[src/design/ticf_pkg.sv]
`timescale 1ns / 1ps
// ----------------------------------------------------------------------------
// ticf_pkg: shared types and constants for the track isolation cone filter
// Field widths, request kinds, register indexes and fixed-point constants.
// ----------------------------------------------------------------------------
package ticf_pkg;

  localparam int MAX_OWN_TRACKS_DEF = 8;

  localparam int IDX_W   = 12;
  localparam int ETA_W   = 13;
  localparam int PHI_W   = 13;
  localparam int Z0_W    = 12;
  localparam int PT_W    = 14;
  localparam int RAD_W   = 12;
  localparam int GAP_W   = 12;
  localparam int SUM_W   = 20;
  localparam int FUNC_W  = 2;

  localparam int DIFF_W  = 14;             // eta/phi difference, signed
  localparam int DZ_W    = 13;             // z0 difference, signed
  localparam int SQ_W    = 2 * DIFF_W;     // one squared term
  localparam int DR2_W   = SQ_W + 1;       // sum of two squared terms
  localparam int RSQ_W   = 2 * RAD_W;      // squared radius

  localparam int CFG_IDX_W  = 3;
  localparam int CFG_DATA_W = 13;

  localparam int IN_DATA_W  = 64;          // 12+13+13+12+14
  localparam int OUT_DATA_W = 40;          // 1+1+12+20 = 34, padded

  localparam int PHI_PI     = 3217;
  localparam int PHI_TWO_PI = 6434;

  localparam logic [GAP_W-1:0] GAP_MAX = '1;
  localparam logic [SUM_W-1:0] SUM_MAX = '1;

  typedef enum logic [FUNC_W-1:0] {
    FUNC_START = 2'd0,
    FUNC_LOAD  = 2'd1,
    FUNC_TEST  = 2'd2
  } func_t;

  typedef enum logic [CFG_IDX_W-1:0] {
    REG_LEAD_ETA    = 3'd0,
    REG_LEAD_PHI    = 3'd1,
    REG_LEAD_Z0     = 3'd2,
    REG_CONE_INNER  = 3'd3,
    REG_CONE_OUTER  = 3'd4,
    REG_Z0_GAP_MAX  = 3'd5,
    REG_EXCLUDE_OWN = 3'd6
  } reg_idx_t;

endpackage

[src/design/track_isolation_cone_filter.sv]
`timescale 1ns / 1ps
// ----------------------------------------------------------------------------
// track_isolation_cone_filter: annulus track isolation for one tau candidate
// Own-track exclusion, eta/phi annulus test, running min z0 gap and pt sum.
// ----------------------------------------------------------------------------
// Takes one request per clock while in_tready is high; each test request
// gives one result on out_tvalid once it reaches the output register, and
// start, load and unused requests give no result. The pipeline is input register, difference stage (own-set
// match, phi wrap, absolute values), squaring stage, then the annulus compare
// and the running min-gap / pt-sum update feeding the output register. Every
// stage holds its item only while the stage ahead is full, so a waiting
// result does not block new requests until the pipe fills. Radii are squared
// when they are written. Write configuration only while the pipe is empty.
// ----------------------------------------------------------------------------
module track_isolation_cone_filter #(
  parameter int MAX_OWN_TRACKS = ticf_pkg::MAX_OWN_TRACKS_DEF
) (
  input  logic                            clk,
  input  logic                            rst_n,
  // config write port
  input  logic                            cfg_we,
  input  logic [ticf_pkg::CFG_IDX_W-1:0]  cfg_index,
  input  logic [ticf_pkg::CFG_DATA_W-1:0] cfg_wdata,
  // request channel
  input  logic                            in_tvalid,
  output logic                            in_tready,
  // tdata: track_index[11:0], track_eta[24:12], track_phi[37:25],
  //        track_z0[49:38], track_pt[63:50]
  input  logic [ticf_pkg::IN_DATA_W-1:0]  in_tdata,
  // tuser: func[1:0]
  input  logic [ticf_pkg::FUNC_W-1:0]     in_tuser,
  // result channel
  output logic                            out_tvalid,
  input  logic                            out_tready,
  // tdata: in_cone[0], was_excluded[1], min_z0_gap[13:2], pt_sum[33:14],
  //        zero pad [39:34]
  output logic [ticf_pkg::OUT_DATA_W-1:0] out_tdata
);
  import ticf_pkg::*;

  localparam int CNT_W  = $clog2(MAX_OWN_TRACKS + 1);
  localparam int SLOT_W = (MAX_OWN_TRACKS > 1) ? $clog2(MAX_OWN_TRACKS) : 1;

  // config registers
  logic signed [ETA_W-1:0] lead_eta_r;
  logic signed [PHI_W-1:0] lead_phi_r;
  logic signed [Z0_W-1:0]  lead_z0_r;
  logic [RSQ_W-1:0]        rin2_r;
  logic [RSQ_W-1:0]        rout2_r;
  logic [GAP_W-1:0]        z0_gap_max_r;
  logic                    exclude_own_r;

  always_ff @(posedge clk) begin
    if (!rst_n) begin
      lead_eta_r    <= '0;
      lead_phi_r    <= '0;
      lead_z0_r     <= '0;
      rin2_r        <= '0;
      rout2_r       <= '0;
      z0_gap_max_r  <= GAP_MAX;
      exclude_own_r <= 1'b1;
    end else if (cfg_we) begin
      unique case (reg_idx_t'(cfg_index))
        REG_LEAD_ETA:    lead_eta_r    <= cfg_wdata[ETA_W-1:0];
        REG_LEAD_PHI:    lead_phi_r    <= cfg_wdata[PHI_W-1:0];
        REG_LEAD_Z0:     lead_z0_r     <= cfg_wdata[Z0_W-1:0];
        REG_CONE_INNER:  rin2_r        <= RSQ_W'(cfg_wdata[RAD_W-1:0]) *
                                          RSQ_W'(cfg_wdata[RAD_W-1:0]);
        REG_CONE_OUTER:  rout2_r       <= RSQ_W'(cfg_wdata[RAD_W-1:0]) *
                                          RSQ_W'(cfg_wdata[RAD_W-1:0]);
        REG_Z0_GAP_MAX:  z0_gap_max_r  <= cfg_wdata[GAP_W-1:0];
        REG_EXCLUDE_OWN: exclude_own_r <= cfg_wdata[0];
        default: ;
      endcase
    end
  end

  // flow control: a stage takes a new item when empty or when it moves on
  logic v1_r, v2_r, v3_r, out_tvalid_r;
  logic slot1, slot2, slot3, take1, take3;

  assign slot3     = !out_tvalid_r || out_tready;
  assign slot2     = !v3_r || slot3;
  assign slot1     = !v2_r || slot2;
  assign in_tready = !v1_r || slot1;
  assign take1     = v1_r && slot1;
  assign take3     = v3_r && slot3;

  // stage 1: input register
  func_t                   func1_r;
  logic [IDX_W-1:0]        idx1_r;
  logic signed [ETA_W-1:0] eta1_r;
  logic signed [PHI_W-1:0] phi1_r;
  logic signed [Z0_W-1:0]  z01_r;
  logic [PT_W-1:0]         pt1_r;

  always_ff @(posedge clk) begin
    if (!rst_n) begin
      v1_r <= 1'b0;
    end else if (in_tready) begin
      v1_r <= in_tvalid;
    end
  end

  always_ff @(posedge clk) begin
    if (in_tready && in_tvalid) begin
      func1_r <= func_t'(in_tuser);
      idx1_r  <= in_tdata[11:0];
      eta1_r  <= in_tdata[24:12];
      phi1_r  <= in_tdata[37:25];
      z01_r   <= in_tdata[49:38];
      pt1_r   <= in_tdata[63:50];
    end
  end

  // own track set, written by load requests as they leave stage 1
  logic [IDX_W-1:0] own_r [MAX_OWN_TRACKS];
  logic [CNT_W-1:0] own_count_r;

  always_ff @(posedge clk) begin
    if (!rst_n) begin
      own_count_r <= '0;
    end else if (take1) begin
      case (func1_r)
        FUNC_START: own_count_r <= '0;
        FUNC_LOAD: begin
          if (own_count_r < CNT_W'(MAX_OWN_TRACKS)) begin
            own_count_r <= own_count_r + CNT_W'(1);
          end
        end
        default: ;
      endcase
    end
  end

  always_ff @(posedge clk) begin
    if (take1 && func1_r == FUNC_LOAD && own_count_r < CNT_W'(MAX_OWN_TRACKS)) begin
      own_r[own_count_r[SLOT_W-1:0]] <= idx1_r;
    end
  end

  // stage 1 logic: set match, differences, phi wrap, absolute values
  logic                     match1;
  logic signed [DIFF_W-1:0] deta1, dphi1, dphi1_w;
  logic signed [DZ_W-1:0]   dz1;
  logic [DIFF_W-1:0]        ae1, ap1;
  logic [DZ_W-1:0]          adz1;
  logic [GAP_W-1:0]         gap1;

  always_comb begin
    match1 = 1'b0;
    for (int i = 0; i < MAX_OWN_TRACKS; i++) begin
      if (CNT_W'(i) < own_count_r && own_r[i] == idx1_r) begin
        match1 = 1'b1;
      end
    end
    match1 = match1 && exclude_own_r;

    deta1 = DIFF_W'(eta1_r) - DIFF_W'(lead_eta_r);
    dphi1 = DIFF_W'(phi1_r) - DIFF_W'(lead_phi_r);
    if (dphi1 > DIFF_W'(PHI_PI)) begin
      dphi1_w = dphi1 - DIFF_W'(PHI_TWO_PI);
    end else if (dphi1 < -DIFF_W'(PHI_PI)) begin
      dphi1_w = dphi1 + DIFF_W'(PHI_TWO_PI);
    end else begin
      dphi1_w = dphi1;
    end
    ae1 = deta1[DIFF_W-1] ? DIFF_W'(-deta1) : DIFF_W'(deta1);
    ap1 = dphi1_w[DIFF_W-1] ? DIFF_W'(-dphi1_w) : DIFF_W'(dphi1_w);

    dz1  = DZ_W'(z01_r) - DZ_W'(lead_z0_r);
    adz1 = dz1[DZ_W-1] ? DZ_W'(-dz1) : DZ_W'(dz1);
    gap1 = adz1[DZ_W-1] ? GAP_MAX : adz1[GAP_W-1:0];
  end

  // stage 2: differences
  logic              test2_r, match2_r;
  logic [DIFF_W-1:0] ae2_r, ap2_r;
  logic [GAP_W-1:0]  gap2_r;
  logic [PT_W-1:0]   pt2_r;

  always_ff @(posedge clk) begin
    if (!rst_n) begin
      v2_r <= 1'b0;
    end else if (slot1) begin
      v2_r <= v1_r && (func1_r == FUNC_START || func1_r == FUNC_TEST);
    end
  end

  always_ff @(posedge clk) begin
    if (take1) begin
      test2_r  <= (func1_r == FUNC_TEST);
      match2_r <= match1;
      ae2_r    <= ae1;
      ap2_r    <= ap1;
      gap2_r   <= gap1;
      pt2_r    <= pt1_r;
    end
  end

  // stage 3: squares
  logic             test3_r, match3_r;
  logic [SQ_W-1:0]  esq3_r, psq3_r;
  logic [GAP_W-1:0] gap3_r;
  logic [PT_W-1:0]  pt3_r;

  always_ff @(posedge clk) begin
    if (!rst_n) begin
      v3_r <= 1'b0;
    end else if (slot2) begin
      v3_r <= v2_r;
    end
  end

  always_ff @(posedge clk) begin
    if (v2_r && slot2) begin
      test3_r  <= test2_r;
      match3_r <= match2_r;
      esq3_r   <= SQ_W'(ae2_r) * SQ_W'(ae2_r);
      psq3_r   <= SQ_W'(ap2_r) * SQ_W'(ap2_r);
      gap3_r   <= gap2_r;
      pt3_r    <= pt2_r;
    end
  end

  // stage 4: annulus compare and running results
  logic [GAP_W-1:0] min_gap_r, min_gap_nxt;
  logic [SUM_W-1:0] sum_pt_r, sum_pt_nxt;
  logic [DR2_W-1:0] dr2;
  logic [SUM_W:0]   sum_wide;
  logic             in_ring;

  always_comb begin
    dr2      = DR2_W'(esq3_r) + DR2_W'(psq3_r);
    in_ring  = !match3_r && (dr2 > DR2_W'(rin2_r)) && (dr2 < DR2_W'(rout2_r));
    sum_wide = {1'b0, sum_pt_r} + (SUM_W + 1)'(pt3_r);

    min_gap_nxt = min_gap_r;
    sum_pt_nxt  = sum_pt_r;
    if (!test3_r) begin
      min_gap_nxt = GAP_MAX;
      sum_pt_nxt  = '0;
    end else if (in_ring) begin
      if (gap3_r < min_gap_r) begin
        min_gap_nxt = gap3_r;
      end
      if (gap3_r <= z0_gap_max_r) begin
        sum_pt_nxt = sum_wide[SUM_W] ? SUM_MAX : sum_wide[SUM_W-1:0];
      end
    end
  end

  always_ff @(posedge clk) begin
    if (!rst_n) begin
      min_gap_r <= GAP_MAX;
      sum_pt_r  <= '0;
    end else if (take3) begin
      min_gap_r <= min_gap_nxt;
      sum_pt_r  <= sum_pt_nxt;
    end
  end

  // output register
  logic [OUT_DATA_W-1:0] out_tdata_r;

  always_ff @(posedge clk) begin
    if (!rst_n) begin
      out_tvalid_r <= 1'b0;
    end else if (slot3) begin
      out_tvalid_r <= v3_r && test3_r;
    end
  end

  always_ff @(posedge clk) begin
    if (take3 && test3_r) begin
      out_tdata_r <= {(OUT_DATA_W - 2 - GAP_W - SUM_W)'(0),
                      sum_pt_nxt, min_gap_nxt, match3_r, in_ring};
    end
  end

  assign out_tvalid = out_tvalid_r;
  assign out_tdata  = out_tdata_r;

endmodule
[config.mk]
export PLATFORM = sky130hd
export DESIGN_NAME = track_isolation_cone_filter
export DESIGN_NICKNAME = d
export VERILOG_FILES = /design/src/design/ticf_pkg.sv /design/src/design/track_isolation_cone_filter.sv
export SDC_FILE = /design/constraint.sdc
export NUM_CORES = 2
export LEC_CHECK = 0
export BUFFER_PORTS_ARGS = -buffer_cell sky130_fd_sc_hd__buf_2
export CAP_MARGIN = 20
export CORE_MARGIN = 1
export CORE_UTILIZATION = 30
export DETAILED_ROUTE_END_ITERATION = 10
export GPL_ROUTABILITY_DRIVEN = 0
export GPL_TIMING_DRIVEN = 0
export SYNTH_ARGS = -nofsm -noshare
export SYNTH_HDL_FRONTEND = slang
export SYNTH_SLANG_ARGS = --single-unit
[constraint.sdc]
create_clock -name clk -period 16.65 [get_ports clk]
set_input_delay 2.4975 -clock clk [delete_from_list [all_inputs] [get_ports clk]]
set_output_delay 2.4975 -clock clk [all_outputs]
set_load 0.03 [all_outputs]
==> impl_metrics.tcl <==
set metrics [dict create \
    clock-sinks 471 \
    hpwl_mm 73.7 \
    crit_top_cell "fa_1" \
    end_kind "register" \
    hp-class "register to register" \
    yosys_warnings 0 \
    rsz0062_at_grt "no" \
    synthDistinctLibCells 95 \
    finalSetupViolations 0 \
    synthToLayoutAreaGrowth_pct 12.3 \
    slew_headroom_pct 31.1 \
    yosysTopAreaCell "edfxtp_1" \
    cts_max_level 2 \
    fp.dieH_um 360 \
    rows 131 \
    cts_buffers 55 \
    grt-ovfl-total 0 \
    synthFlopType "edfxtp_1" \
    fin_setup_tns_ns 0 \
    multi_input_area_um2 22800 \
    fillers 12855 \
    grt_pass1_vias 27295 \
    clk_path_buf_depth 3 \
    synth_xor_area_share_pct 6.47 \
    cts_root_buf "clkbuf_16" \
    syn_inst 3861 \
    drive_gt1_share_pct 7.53 \
    fmax_mhz 118 \
    drtIter0Drc 1429 \
    slowest_stage "clkbuf_1" \
    ant_nets 0 \
    pin_count 129 \
    worstPathMaxFanout 10 \
    r2r-end "esq3_r[27]$_DFFE_PP_" \
    cts-resized-gates 0 \
    r2r_setup_slack_ns 9.16 \
    fin_nets 4857 \
    path_cells "buf_2 > clkbuf_1 > nand2_1 > fa_1 > inv_1 > fa_1 > inv_1 > fa_1 > inv_1 > fa_1 > fa_1 > ha_1 > a21o_1 > a21oi_1 > o21ai_0 > o311ai_0 > a21oi_1 > o41ai_1 > xor2_1 > o21ai_0 > and2_1" \
    post_cts_buffers 0 \
    start_kind "input port" \
    dr.pass1.iters 5 \
    yosysMostFrequentCell "inv_1" \
    min_path_cells 0 \
    holdCritStartpoint "gap2_r[11]$_SDFFCE_PP1P_" \
    synth_area_um2 38500 \
    yosys.area_share.simple_pct 11.9 \
    r2r_start "ae2_r[2]$_DFFE_PP_" \
    crit_arrival_ns 8.96 \
    drc_errors 0 \
    antenna_found_initial 10 \
    viasPerCell 4.68 \
    io_buffer_count 120 \
    async_reset_ff_share_pct 0 \
    timing.final.crit_share_pct 50.9 \
    slowest_delay_ns 0.72 \
    clock_latency_ns 0.64 \
    ys_top_cells_by_area "edfxtp_1 (26%), fa_1 (16%), ha_1 (13%)" \
    timing.clock.skew_ns 0.0501 \
    synth-seq-area-share_pct 33.2 \
    dieArea_um2 130000 \
    drt_wl_total_mm 91.4 \
    ys_seq_elements 471 \
    hold_viol_final 0 \
    fp.dieW_um 360 \
    wl_per_cell_um 15.8 \
    slew_violations 0 \
    synth-compound-area-share_pct 10.5 \
    synth_top_family_by_area "adder cells" \
    synthMuxAreaShare_pct 0.907 \
    initial_core_util_pct 30.2 \
    cts.clk_slew.worst_paths_ns 0.06 \
    fin_util_pct 33.9 \
    grt_max_degree 31 \
    worst-setup-path-type "input port to register" \
    synth_fa_ha_area_share_pct 29.3 \
    syn_area_per_cell_um2 9.97 \
    min_period_ns 8.47 \
    coreArea_um2 127000 \
    cap_violations 0 \
    yosysTopAreaCellShare_pct 26.1 \
    crit_required_ns 17.14 \
    worstRegToRegCells 25 \
    grt.total_usage_pct 14.1 \
    synth_edf_count 334 \
    regArea_um2 12800 \
    cts_tree "done" \
    grt_pass1_wl_mm 146 \
    outcome "finished clean" \
    whs_endpoint "gap3_r[11]$_DFFE_PP_" \
    vias 26966 \
    yosys-top-cells-count "inv_1 (663), nand2_1 (407), ha_1 (399)" \
    worst_pin_slew_ns 1.03 \
    postCtsHoldBufs 0 \
]
[cell usage in the layout (no fill, tap or decap), types with 36 or more instances in the layout]
cell         n
a21o_1      71
a21oi_1    208
and2_1     119
buf_2      124
clkbuf_1   117
clkbuf_16   55
dfxtp_1    137
edfxtp_1   334
fa_1       313
ha_1       399
inv_1      662
nand2_1    407
nand3_1     47
nand4_1     36
nor2_1     171
nor3_1      43
o21ai_0     84
xnor2_1    177
xor2_1      98
[flip-flops by register name, summed over array words and instances, names as in the netlist, 20 cells and up]
signal / count
rout2_r: 23
out_tdata: 34
rin2_r: 23
sum_pt_r: 20
own_r: 96
psq3_r: 27
esq3_r: 27
[worst max-delay path by stage]
stage	from	cells after the start	to	slack, ns
floorplan	cfg_wdata[5]	21	rout2_r[21]$_SDFFE_PN0P_	9.05
global placement	out_tready	4	esq3_r[25]$_DFFE_PP_	7.57
detailed placement	cfg_wdata[4]	21	rout2_r[21]$_SDFFE_PN0P_	7.64
CTS	cfg_wdata[4]	21	rout2_r[21]$_SDFFE_PN0P_	8.25
global route	cfg_wdata[4]	21	rout2_r[21]$_SDFFE_PN0P_	7.78
finish	cfg_wdata[4]	21	rout2_r[21]$_SDFFE_PN0P_	8.18
[metrics by stage]
step | setup slack [ns] | hold slack [ns] | std cells | instance area [um^2]
CTS | 8.25 | 0.405 | 5760 | 43200
detailed placement | 7.64 | 0.405 | 5659 | 41400
finish | 8.18 | 0.403 | 5768 | 43200
global placement | 7.57 | 0.401 | 5649 | 41200
global route | 7.78 | 0.425 | 5766 | 43200
floorplan | 9.05 | 0.400 | 3867 | 38500
[layer usage]
layer	up-vias	track usage, %	part of all wire [%]
met3	143	2.23	5.3
li1	13212	-	-
met5	-	0	0.051
met2	543	23.5	47
met1	13060	18.5	45
met4	8	4.38	2.9
[worst max-delay path, delay by kind of cell]
family | cells | cell delay [ns]
adders and majority gates | 6 | 2.96
AOI/OAI and AO/OA | 7 | 1.72
and+or+nand+nor | 2 | 0.44
xor gates and xnor gates | 1 | 0.22
buffers and inverters | 5 | 1.10
[final cells by class]
cell class / count / share of cell area, %
Antenna cell: 4 / 0.0232
Buffer: 123 / 1.19
Clock buffer: 72 / 3.46
Clock inverter: 29 / 0.675
Inverter: 664 / 5.77
Multi-Input combinational cell: 2609 / 52.7
Sequential cell: 471 / 29.6
Tap cell: 1662 / 4.81
Timing Repair Buffer: 134 / 1.86
[logic make-up (layout without fill, tap and decap cells)]
family	Yosys count	in the layout
buffers and inverters	787	1022
multiplexers	33	33
AND/OR/NAND/NOR	966	966
other	1	11
AO/OA/AOI/OAI	611	611
flip-flops	471	471
XOR/XNOR	280	280
adder cells (fa/ha/maj)	712	712
Power is left out: the tool's default activity adds up to more than one toggle a clock period on the data nets, which glitch-free logic cannot reach.
